[config.mk]
export PLATFORM = sky130hd
export DESIGN_NAME = bounded_deque_with_search_core_flat
export DESIGN_NICKNAME = d
export VERILOG_FILES = /design/src/rtl/core/bdq_pkg.sv /design/src/rtl/core/bdq_if.sv /design/src/rtl/core/bdq_store.sv /design/src/rtl/core/bdq_ctrl.sv /design/src/rtl/core/bounded_deque_with_search_core.sv /design/src/flat_wrapper.sv
export SDC_FILE = /design/constraint.sdc
export NUM_CORES = 1
export LEC_CHECK = 0
export BUFFER_PORTS_ARGS = -buffer_cell sky130_fd_sc_hd__buf_2
export CAP_MARGIN = 5
export CORE_UTILIZATION = 35
export CTS_CLUSTER_DIAMETER = 100
export DETAILED_ROUTE_END_ITERATION = 8
export GPL_ROUTABILITY_DRIVEN = 1
export PLACE_DENSITY_LB_ADDON = 0.1
export REMOVE_ABC_BUFFERS = 1
export SLEW_MARGIN = 40
export SYNTH_ARGS = -nofsm -noshare
export SYNTH_HDL_FRONTEND = slang
export SYNTH_SLANG_ARGS = --single-unit
[constraint.sdc]
create_clock -name i_clk -period 6.4 [get_ports i_clk]
set_clock_uncertainty 0.2 [all_clocks]
set_input_delay 1.28 -clock i_clk [delete_from_list [all_inputs] [get_ports i_clk]]
set_output_delay 1.28 -clock i_clk [all_outputs]
set_load 0.1 [all_outputs]
[src/rtl/core/bdq_pkg.sv]
// ----------------------------------------------------------------------------
// bdq_pkg
// Shared types for the bounded deque: request codes, status codes, the
// controller states and the result word.
// ----------------------------------------------------------------------------
package bdq_pkg;

    localparam int CMD_W    = 3;
    localparam int VALUE_W  = 32;
    localparam int POS_W    = 4;
    localparam int COUNT_W  = 5;
    localparam int STATUS_W = 2;

    typedef enum logic [CMD_W-1:0] {
        CMD_PUSH_FRONT = 3'd0,
        CMD_PUSH_BACK  = 3'd1,
        CMD_POP_FRONT  = 3'd2,
        CMD_POP_BACK   = 3'd3,
        CMD_SEARCH     = 3'd4,
        CMD_CLEAR      = 3'd5
    } t_cmd;

    typedef enum logic [STATUS_W-1:0] {
        ST_DONE      = 2'd0,
        ST_FULL_DROP = 2'd1,
        ST_EMPTY_POP = 2'd2
    } t_status;

    typedef enum logic [1:0] {
        S_IDLE,
        S_SCAN,
        S_RESP
    } t_state;

    typedef struct packed {
        logic                 found;
        logic [POS_W-1:0]     match_position;
        logic [COUNT_W-1:0]   entry_count;
        t_status              status;
    } t_result;

endpackage

[src/rtl/core/bdq_if.sv]
// ----------------------------------------------------------------------------
// bdq_req_if / bdq_rsp_if
// Valid/ready channels of the deque: request words in, result words out.
// ----------------------------------------------------------------------------
interface bdq_req_if;
    logic                                 valid;
    logic                                 ready;
    logic [bdq_pkg::CMD_W-1:0]            cmd;
    logic signed [bdq_pkg::VALUE_W-1:0]   item_value;

    modport source (output valid, output cmd, output item_value, input ready);
    modport sink   (input valid, input cmd, input item_value, output ready);
endinterface

interface bdq_rsp_if;
    logic                                 valid;
    logic                                 ready;
    logic                                 found;
    logic [bdq_pkg::POS_W-1:0]            match_position;
    logic [bdq_pkg::COUNT_W-1:0]          entry_count;
    logic [bdq_pkg::STATUS_W-1:0]         status;

    modport source (output valid, output found, output match_position,
                    output entry_count, output status, input ready);
    modport sink   (input valid, input found, input match_position,
                    input entry_count, input status, output ready);
endinterface

[src/rtl/core/bdq_store.sv]
// ----------------------------------------------------------------------------
// bdq_store
// Entry memory: one write port, one read port with registered read data.
// ----------------------------------------------------------------------------
module bdq_store #(
    parameter int DEPTH      = 16,
    parameter int DATA_WIDTH = 32
) (
    input  logic                          i_clk,
    input  logic                          i_we,
    input  logic [$clog2(DEPTH)-1:0]      i_waddr,
    input  logic [DATA_WIDTH-1:0]         i_wdata,
    input  logic                          i_re,
    input  logic [$clog2(DEPTH)-1:0]      i_raddr,
    output logic [DATA_WIDTH-1:0]         o_rdata
);

    logic [DATA_WIDTH-1:0] mem [DEPTH];

    always_ff @(posedge i_clk) begin
        if (i_we) begin
            mem[i_waddr] <= i_wdata;
        end
    end

    always_ff @(posedge i_clk) begin
        if (i_re) begin
            o_rdata <= mem[i_raddr];
        end
    end

endmodule

[src/rtl/core/bdq_ctrl.sv]
// ----------------------------------------------------------------------------
// bdq_ctrl
// Front index and count, request decode, search sequencer over the entry
// memory, and the result output register.
// ----------------------------------------------------------------------------
module bdq_ctrl #(
    parameter int DEPTH      = 16,
    parameter int DATA_WIDTH = 32
) (
    input  logic                      i_clk,
    input  logic                      i_rst_n,
    bdq_req_if.sink                   i_req,
    bdq_rsp_if.source                 o_rsp,
    output logic                      o_mem_we,
    output logic [$clog2(DEPTH)-1:0]  o_mem_waddr,
    output logic [DATA_WIDTH-1:0]     o_mem_wdata,
    output logic                      o_mem_re,
    output logic [$clog2(DEPTH)-1:0]  o_mem_raddr,
    input  logic [DATA_WIDTH-1:0]     i_mem_rdata
);

    localparam int IW = $clog2(DEPTH);
    localparam int CW = $clog2(DEPTH + 1);
    localparam logic [CW:0]   DEPTH_S  = (CW+1)'(DEPTH);
    localparam logic [CW-1:0] DEPTH_C  = CW'(DEPTH);
    localparam logic [IW-1:0] LAST_IDX = IW'(DEPTH - 1);

    // ring position of base + off, both operands below 2*DEPTH in sum
    function automatic logic [IW-1:0] ring_add(input logic [IW-1:0] base,
                                               input logic [CW-1:0] off);
        logic [CW:0] s;
        s = (CW+1)'(base) + (CW+1)'(off);
        if (s >= DEPTH_S) begin
            s = s - DEPTH_S;
        end
        return IW'(s);
    endfunction

    bdq_pkg::t_state  r_state, n_state;
    logic [IW-1:0]    r_front, n_front;
    logic [CW-1:0]    r_count, n_count;
    logic [DATA_WIDTH-1:0] r_word;
    logic [CW-1:0]    r_iss;
    logic [IW-1:0]    r_cpos;
    logic             r_cmp_v;
    bdq_pkg::t_result r_res, op_res;
    bdq_pkg::t_result r_out;
    logic             r_ovalid;

    bdq_pkg::t_cmd    cmd;
    logic             accept;
    logic             is_full, is_empty;
    logic [IW-1:0]    front_dec;
    logic [DATA_WIDTH-1:0] in_word;
    logic             hit, more, out_free, out_load;

    assign cmd       = bdq_pkg::t_cmd'(i_req.cmd);
    assign accept    = i_req.valid && i_req.ready;
    assign in_word   = DATA_WIDTH'(i_req.item_value);
    assign is_full   = (r_count == DEPTH_C);
    assign is_empty  = (r_count == '0);
    assign front_dec = (r_front == '0) ? LAST_IDX : r_front - 1'b1;

    assign hit      = r_cmp_v && (i_mem_rdata == r_word);
    assign more     = (r_iss < r_count);
    assign out_free = !r_ovalid || o_rsp.ready;

    // request decode: every operation but search completes on acceptance
    always_comb begin
        n_front     = r_front;
        n_count     = r_count;
        o_mem_we    = 1'b0;
        o_mem_waddr = r_front;
        o_mem_wdata = in_word;
        op_res      = '{found: 1'b0, match_position: '0, entry_count: '0,
                        status: bdq_pkg::ST_DONE};
        if (accept) begin
            unique case (cmd)
                bdq_pkg::CMD_PUSH_FRONT: begin
                    if (is_full) begin
                        op_res.status = bdq_pkg::ST_FULL_DROP;
                    end else begin
                        n_front     = front_dec;
                        n_count     = r_count + 1'b1;
                        o_mem_we    = 1'b1;
                        o_mem_waddr = front_dec;
                    end
                end
                bdq_pkg::CMD_PUSH_BACK: begin
                    if (is_full) begin
                        op_res.status = bdq_pkg::ST_FULL_DROP;
                    end else begin
                        n_count     = r_count + 1'b1;
                        o_mem_we    = 1'b1;
                        o_mem_waddr = ring_add(r_front, r_count);
                    end
                end
                bdq_pkg::CMD_POP_FRONT: begin
                    if (is_empty) begin
                        op_res.status = bdq_pkg::ST_EMPTY_POP;
                    end else begin
                        n_front = ring_add(r_front, CW'(1));
                        n_count = r_count - 1'b1;
                    end
                end
                bdq_pkg::CMD_POP_BACK: begin
                    if (is_empty) begin
                        op_res.status = bdq_pkg::ST_EMPTY_POP;
                    end else begin
                        n_count = r_count - 1'b1;
                    end
                end
                bdq_pkg::CMD_CLEAR: begin
                    n_front = '0;
                    n_count = '0;
                end
                default: begin
                end
            endcase
        end
        op_res.entry_count = bdq_pkg::COUNT_W'(n_count);
    end

    // next state
    always_comb begin
        n_state = r_state;
        unique case (r_state)
            bdq_pkg::S_IDLE: begin
                if (accept) begin
                    n_state = (cmd == bdq_pkg::CMD_SEARCH) ? bdq_pkg::S_SCAN
                                                           : bdq_pkg::S_RESP;
                end
            end
            bdq_pkg::S_SCAN: begin
                if (hit || !more) begin
                    n_state = bdq_pkg::S_RESP;
                end
            end
            bdq_pkg::S_RESP: begin
                if (out_free) begin
                    n_state = bdq_pkg::S_IDLE;
                end
            end
            default: n_state = bdq_pkg::S_IDLE;
        endcase
    end

    // state outputs
    always_comb begin
        i_req.ready = (r_state == bdq_pkg::S_IDLE);
        o_mem_re    = (r_state == bdq_pkg::S_SCAN) && !hit && more;
        o_mem_raddr = ring_add(r_front, r_iss);
        out_load    = (r_state == bdq_pkg::S_RESP) && out_free;
    end

    always_ff @(posedge i_clk) begin
        if (!i_rst_n) begin
            r_state  <= bdq_pkg::S_IDLE;
            r_front  <= '0;
            r_count  <= '0;
            r_cmp_v  <= 1'b0;
            r_ovalid <= 1'b0;
        end else begin
            r_state <= n_state;
            r_front <= n_front;
            r_count <= n_count;
            if (accept) begin
                r_cmp_v <= 1'b0;
            end else if (r_state == bdq_pkg::S_SCAN) begin
                r_cmp_v <= o_mem_re;
            end
            if (out_load) begin
                r_ovalid <= 1'b1;
            end else if (o_rsp.ready) begin
                r_ovalid <= 1'b0;
            end
        end
    end

    // search key, scan pointers and result words
    always_ff @(posedge i_clk) begin
        if (accept) begin
            r_word <= in_word;
            r_iss  <= '0;
            if (cmd != bdq_pkg::CMD_SEARCH) begin
                r_res <= op_res;
            end
        end else if (r_state == bdq_pkg::S_SCAN) begin
            if (o_mem_re) begin
                r_iss  <= r_iss + 1'b1;
                r_cpos <= IW'(r_iss);
            end
            if (hit) begin
                r_res <= '{found: 1'b1,
                           match_position: bdq_pkg::POS_W'(r_cpos),
                           entry_count: bdq_pkg::COUNT_W'(r_count),
                           status: bdq_pkg::ST_DONE};
            end else if (!more) begin
                r_res <= '{found: 1'b0, match_position: '0,
                           entry_count: bdq_pkg::COUNT_W'(r_count),
                           status: bdq_pkg::ST_DONE};
            end
        end
        if (out_load) begin
            r_out <= r_res;
        end
    end

    assign o_rsp.valid          = r_ovalid;
    assign o_rsp.found          = r_out.found;
    assign o_rsp.match_position = r_out.match_position;
    assign o_rsp.entry_count    = r_out.entry_count;
    assign o_rsp.status         = r_out.status;

    a_count_bound: assert property (@(posedge i_clk) disable iff (!i_rst_n)
        r_count <= DEPTH_C)
        else $error("entry count above depth");

    a_scan_holds_ring: assert property (@(posedge i_clk) disable iff (!i_rst_n)
        (r_state == bdq_pkg::S_SCAN) |=> $stable(r_front) && $stable(r_count))
        else $error("ring moved during search");

    a_no_write_in_scan: assert property (@(posedge i_clk) disable iff (!i_rst_n)
        o_mem_we |-> (r_state == bdq_pkg::S_IDLE))
        else $error("memory write outside idle");

    a_hit_in_range: assert property (@(posedge i_clk) disable iff (!i_rst_n)
        ((r_state == bdq_pkg::S_SCAN) && hit) |-> (CW'(r_cpos) < r_count))
        else $error("match beyond held entries");

    a_load_when_free: assert property (@(posedge i_clk) disable iff (!i_rst_n)
        (r_ovalid && !o_rsp.ready) |=> r_ovalid && $stable(r_out))
        else $error("stalled result overwritten");

endmodule

[src/rtl/core/bounded_deque_with_search_core.sv]
// ----------------------------------------------------------------------------
// bounded_deque_with_search_core
// Bounded double-ended queue of signed words with a linear search.
// ----------------------------------------------------------------------------
// Usage:
//   i_req carries one request word (cmd, item_value); o_rsp returns exactly
//   one result word (found, match_position, entry_count, status) for each.
//   Both are valid/ready channels; a word moves when valid and ready are high.
//   Push, pop and clear update the ring on acceptance, and unused codes leave
//   it unchanged; their result is registered in the controller and then in
//   the output register, and i_req is ready again once that result has been
//   loaded into the output register. A search reads the entry memory one entry
//   per cycle from the front through its single read port and stops at the
//   first match or after the last held entry before its result is offered.
//   One request is in work at a time; the output register holds a finished
//   result while the next request is taken.
//   If the receiver stalls, the result is held and a further finished result
//   waits in the controller until the output register empties.
//   Reset empties the deque (front index and count to zero); memory contents
//   are not cleared and are only ever read once written.
// ----------------------------------------------------------------------------
module bounded_deque_with_search_core #(
    parameter int DEPTH      = 16,
    parameter int DATA_WIDTH = 32
) (
    input  logic        i_clk,
    input  logic        i_rst_n,
    bdq_req_if.sink     i_req,
    bdq_rsp_if.source   o_rsp
);

    localparam int IW = $clog2(DEPTH);

    logic                  mem_we;
    logic [IW-1:0]         mem_waddr;
    logic [DATA_WIDTH-1:0] mem_wdata;
    logic                  mem_re;
    logic [IW-1:0]         mem_raddr;
    logic [DATA_WIDTH-1:0] mem_rdata;

    bdq_ctrl #(
        .DEPTH      (DEPTH),
        .DATA_WIDTH (DATA_WIDTH)
    ) u_ctrl (
        .i_clk       (i_clk),
        .i_rst_n     (i_rst_n),
        .i_req       (i_req),
        .o_rsp       (o_rsp),
        .o_mem_we    (mem_we),
        .o_mem_waddr (mem_waddr),
        .o_mem_wdata (mem_wdata),
        .o_mem_re    (mem_re),
        .o_mem_raddr (mem_raddr),
        .i_mem_rdata (mem_rdata)
    );

    bdq_store #(
        .DEPTH      (DEPTH),
        .DATA_WIDTH (DATA_WIDTH)
    ) u_store (
        .i_clk   (i_clk),
        .i_we    (mem_we),
        .i_waddr (mem_waddr),
        .i_wdata (mem_wdata),
        .i_re    (mem_re),
        .i_raddr (mem_raddr),
        .o_rdata (mem_rdata)
    );

endmodule
[src/flat_wrapper.sv]
// flat-port wrapper written by rule: the top's interface ports become plain ports
module bounded_deque_with_search_core_flat 
#(
    parameter int DEPTH      = 16,
    parameter int DATA_WIDTH = 32
)
  (i_clk, i_rst_n, i_req_valid, i_req_cmd, i_req_item_value, i_req_ready, o_rsp_valid, o_rsp_found, o_rsp_match_position, o_rsp_entry_count, o_rsp_status, o_rsp_ready);
  bdq_req_if i_req_i ();
  bdq_rsp_if o_rsp_i ();
  input  logic i_clk;
  input  logic i_rst_n;
  input wire logic [$bits(i_req_i.valid)-1:0] i_req_valid;
  input wire logic [$bits(i_req_i.cmd)-1:0] i_req_cmd;
  input wire logic [$bits(i_req_i.item_value)-1:0] i_req_item_value;
  output wire logic [$bits(i_req_i.ready)-1:0] i_req_ready;
  output wire logic [$bits(o_rsp_i.valid)-1:0] o_rsp_valid;
  output wire logic [$bits(o_rsp_i.found)-1:0] o_rsp_found;
  output wire logic [$bits(o_rsp_i.match_position)-1:0] o_rsp_match_position;
  output wire logic [$bits(o_rsp_i.entry_count)-1:0] o_rsp_entry_count;
  output wire logic [$bits(o_rsp_i.status)-1:0] o_rsp_status;
  input wire logic [$bits(o_rsp_i.ready)-1:0] o_rsp_ready;
  assign i_req_i.valid = i_req_valid;
  assign i_req_i.cmd = i_req_cmd;
  assign i_req_i.item_value = i_req_item_value;
  assign i_req_ready = i_req_i.ready;
  assign o_rsp_valid = o_rsp_i.valid;
  assign o_rsp_found = o_rsp_i.found;
  assign o_rsp_match_position = o_rsp_i.match_position;
  assign o_rsp_entry_count = o_rsp_i.entry_count;
  assign o_rsp_status = o_rsp_i.status;
  assign o_rsp_i.ready = o_rsp_ready;
  bounded_deque_with_search_core #(.DEPTH(DEPTH), .DATA_WIDTH(DATA_WIDTH)) u_core (.i_clk(i_clk), .i_rst_n(i_rst_n), .i_req(i_req_i), .o_rsp(o_rsp_i));
endmodule
==> results_dict.tcl <==
set metrics [dict create \
    groute.layer.met3.usage_pct 2.75 \
    critPathRequiredTime_ps 6420 \
    wl_per_cell_um 24.3 \
    vias_per_cell 5.14 \
    max_cap_viol_count 0 \
    grt_overflow 0 \
    critPathCaptureType "flip-flop" \
    ir_drop_mv 0.158 \
    timing.max_slew.rel_slack_pct 39.0 \
    swShare_pct 22.3 \
    maxSlewViolCount 0 \
    floorplan.core_area_um2 68800 \
    antenna_found_initial 0 \
    timing.reg2reg.worst_path_depth 8 \
    worstSetupStartpointType "primary input" \
    static-leakage-power_nw 8.92 \
    ant_nets 0 \
    global_route_wire_length_before_repair_mm 85.2 \
    min_to "u_core.u_ctrl.o_rsp.status[1]$_DFFE_PP_" \
    postSynthRegisterBits 622 \
    fp.dieArea_um2 71000 \
    worstReg2RegStart "u_core.u_ctrl.r_front[0]$_SDFFE_PN0P_" \
    power.switching_mw 1.97 \
    r2r_slack_ps 2510 \
    use_met2_pct 26.6 \
    cell_area_after_placement_um2 26200 \
    finalWirelength_mm 56.6 \
    worst-setup-path-type "primary input to flip-flop" \
    status "finished clean" \
    core_utilization_of_the_finished_layout_pct 41.0 \
    dr.first_iter.drc_count 843 \
    post_dp_hpwl_mm 32.1 \
    synthesis.yosys.warnings 0 \
    comb_power_share_pct 7.4 \
    worstSkewPairLatency_ps 600 \
    gp_routability_congestion 0.789 \
    path_clk_slew_ps 50 \
    die_width_um 266 \
    tightestPinTransition_ps 907 \
    gate_count_post_synth 1249 \
    ctsRootBufferMaster "sky130_fd_sc_hd__clkbuf_16" \
    synth-edff-count 604 \
    num_vias 12003 \
    ioPinCount 53 \
    post-layout-total-power_mw 8.84 \
    setup_viol 0 \
    global_route.usage.met1_pct 23.0 \
    area_growth_pct 15.2 \
    setup_tns_ps 0 \
    cts-root-to-sink-buffers 3 \
    crit_arrival_ps 4060 \
    synth_cell_types 64 \
    fp.dieH_um 266 \
    seq_power_share_pct 51.4 \
    h_tree_depth 3 \
    share_clk_of_total_power_pct 41.1 \
    starting_density_pct 35.5 \
    path_max_fanout 40 \
    rsz0062_at_grt "false" \
    internal_power_mw 6.87 \
    rows 96 \
    grt_use_total_pct 16.5 \
    grt_start_max_net_pins 65 \
    layout.cell_area.non_filler_um2 28200 \
    clock_sinks 622 \
    fin_nets 1413 \
    worst_hold_path_class "flip-flop to flip-flop" \
    min_delay_path_depth 0 \
    cts.hold.buffers_added 0 \
    num_antenna_cells 0 \
    cts_buffers 70 \
    drt_pass_1_iters 5 \
    drc_errors 0 \
    mappedNetlistArea_um2 24500 \
    synthesis.area_per_instance_um2 19.6 \
    hold_fails_final_rpt 0 \
    synth_seq_area_share_pct 75.6 \
    post_route_cells_drive_above_1_share_pct 24.5 \
    powerDensity_nw_per_um2 313 \
    ys_dominant_reg_cell "sky130_fd_sc_hd__edfxtp_1" \
    final.fill_count 6143 \
    holdCritStartpoint "u_core.u_ctrl.r_res[1]$_SDFFCE_PN0P_" \
    finalCritPeriodShare_pct 63.1 \
    first_global_vias 12563 \
    most_heavily_used_metal_layer_in_global_routing "met2" \
    cts_tree "done" \
    timing.final.crit_period_ps 4040 \
    maxClockFrequency_ghz 0.248 \
    synth-async-reset-ratio_pct 0 \
    placement.io_buffers 52 \
    ctsResizeCount 0 \
    post_cts_setup_repair_bufs 0 \
    worst_r2r_endpoint "u_core.u_store.o_rdata[0]$_DFFE_PP_" \
]
## per-layer routing
| metal | vias up | part of all wire (%) |
|---|---|---|
| li1 | 5303 | - |
| met4 | 0 | 2.3 |
| met5 | - | 0 |
| met2 | 243 | 48 |
| met3 | 81 | 3.7 |
| met1 | 6376 | 46 |
## registers in the layout, indices dropped and copies added, names as in the netlist
| signal | flops |
|---|---|
| u_core.u_store.mem | 512 |
| u_core.u_ctrl.r_word | 32 |
| u_core.u_store.o_rdata | 32 |
| u_core.u_ctrl.r_res | 12 |
| u_core.u_ctrl.o_rsp.entry_count | 5 |
| u_core.u_ctrl.r_count | 5 |
| u_core.u_ctrl.r_iss | 5 |
| u_core.u_ctrl.o_rsp.match_position | 4 |
| u_core.u_ctrl.r_cpos | 4 |
| u_core.u_ctrl.r_front | 4 |
| u_core.u_ctrl.o_rsp.status | 2 |
| u_core.u_ctrl.r_state | 2 |
| u_core.u_ctrl.o_rsp.found | 1 |
| u_core.u_ctrl.o_rsp.valid | 1 |
| u_core.u_ctrl.r_cmp_v | 1 |
## cell usage in the layout, fill, tap and decap left out, drive strengths merged, types with 4 or more instances in the layout
| cell type | synthesis | final |
|---|---|---|
| a211oi | 36 | 36 |
| a21o | 5 | 5 |
| a21oi | 13 | 13 |
| a31oi | 32 | 32 |
| and2 | 41 | 41 |
| and3 | 4 | 4 |
| buf | 24 | 89 |
| clkbuf | 30 | 94 |
| clkinv | 1 | 21 |
| dfxtp | 18 | 18 |
| edfxtp | 604 | 604 |
| ha | 15 | 15 |
| inv | 18 | 22 |
| mux2i | 5 | 5 |
| mux4 | 128 | 128 |
| nand2 | 94 | 94 |
| nand2b | 6 | 6 |
| nand3 | 15 | 15 |
| nand4 | 16 | 16 |
| nor2 | 25 | 25 |
| nor3 | 19 | 19 |
| o211ai | 4 | 4 |
| o21ai | 8 | 8 |
| or2 | 5 | 5 |
| xnor2 | 38 | 38 |
| xor2 | 4 | 4 |
## power groups by stage
| stage | combinational, mW | sequential, mW | clock [mW] |
|---|---|---|---|
| 6_report | 0.657 | 4.55 | 3.63 |
| 4_1_cts | 0.677 | 4.55 | 3.75 |
| 5_1_grt | 0.718 | 4.55 | 3.89 |
| 3_5_place_dp | 0.676 | 4.63 | 0 |
| 2_1_floorplan | 0.452 | 4.66 | 0 |
| 3_3_place_gp | 0.671 | 4.63 | 0 |
## cells in the mapped netlist (3+ instances only)
master                     count  area share, %
sky130_fd_sc_hd__clkbuf_1     30           0.46
sky130_fd_sc_hd__a31oi_1      32           0.82
sky130_fd_sc_hd__nand2b_1      6           0.15
sky130_fd_sc_hd__nor3_2        5           0.20
sky130_fd_sc_hd__xor2_1        4           0.14
sky130_fd_sc_hd__a21oi_1      12           0.25
sky130_fd_sc_hd__buf_4         4           0.12
sky130_fd_sc_hd__buf_1         4          0.061
sky130_fd_sc_hd__and2_1       39            1.0
sky130_fd_sc_hd__edfxtp_1    604             74
sky130_fd_sc_hd__mux4_2      128             12
sky130_fd_sc_hd__nor2_1       24           0.37
sky130_fd_sc_hd__nand2_1      92            1.4
sky130_fd_sc_hd__nand4_1      16           0.41
sky130_fd_sc_hd__a211oi_1     36            1.1
sky130_fd_sc_hd__a21o_1        5           0.15
sky130_fd_sc_hd__buf_2        15           0.31
sky130_fd_sc_hd__a22o_1        3           0.11
sky130_fd_sc_hd__o21ai_0       7           0.14
sky130_fd_sc_hd__nand3_1      14           0.29
sky130_fd_sc_hd__nor2b_1       3          0.077
sky130_fd_sc_hd__nor3_1       14           0.29
sky130_fd_sc_hd__o211ai_1      4           0.12
sky130_fd_sc_hd__nor4_1        3          0.077
sky130_fd_sc_hd__mux2i_1       5           0.20
sky130_fd_sc_hd__ha_1         15           0.77
sky130_fd_sc_hd__and3_1        4           0.10
sky130_fd_sc_hd__xnor2_1      38            1.4
sky130_fd_sc_hd__dfxtp_1      18            1.5
sky130_fd_sc_hd__inv_1        18           0.28
sky130_fd_sc_hd__or2_2         4           0.10
## logic make-up (layout without fill, tap and decap cells)
group / Yosys count / after routing / synth area share [%]
buf+inv: 73 / 226 / 1.34
flops: 622 / 622 / 75.6
mux: 136 / 136 / 12.1
xor+xnor: 42 / 42 / 1.50
fa+ha+maj: 17 / 17 / 0.931
compound gates: 120 / 120 / 3.49
simple gates: 239 / 239 / 5.00
## stage by stage
stage | setup WS (ps) | instances | hold WS, ps
3_5_place_dp | 1620 | 2215 | 205
6_report | 2360 | 2333 | 215
3_3_place_gp | 1380 | 2212 | 204
2_1_floorplan | -518 | 1195 | 200
5_1_grt | 2250 | 2333 | 220
4_1_cts | 2240 | 2332 | 216
## cell type report
class	instances	area, um^2	area share, %
sequential	622	18500	65.6
timing repair buffer	90	621	2.20
inverter	19	86.3	0.306
clock inverter	24	133	0.470
clock buffer	93	1900	6.75
multi-input combinational	554	5790	20.5
tap	931	1160	4.13
## how the worst max path moves through the flow
stage,startpoint,to,cells after the start
CTS,i_req_valid,u_core.u_store.mem[8][30]$_DFFE_PP_,9
global route,u_core.u_ctrl.r_front[0]$_SDFFE_PN0P_,u_core.u_store.o_rdata[0]$_DFFE_PP_,8
finish,i_req_valid,u_core.u_store.mem[8][5]$_DFFE_PP_,9
detailed placement,i_req_valid,u_core.u_store.mem[8][11]$_DFFE_PP_,9
global placement,i_req_valid,u_core.u_store.mem[14][14]$_DFFE_PP_,9
floorplan,u_core.u_ctrl.r_front[0]$_SDFFE_PN0P_,u_core.u_store.o_rdata[0]$_DFFE_PP_,5
## critical path, cell delays in order
cell and delay (ps):
sky130_fd_sc_hd__buf_2 90, sky130_fd_sc_hd__or3b_2 690, sky130_fd_sc_hd__clkinv_8 300, sky130_fd_sc_hd__nand2_1 200, sky130_fd_sc_hd__a21oi_2 200, sky130_fd_sc_hd__o221a_2 230, sky130_fd_sc_hd__nand2_1 200, sky130_fd_sc_hd__nor3_2 230
sky130_fd_sc_hd__buf_4 600
Note: power is estimated with default switching activity, not from simulation.
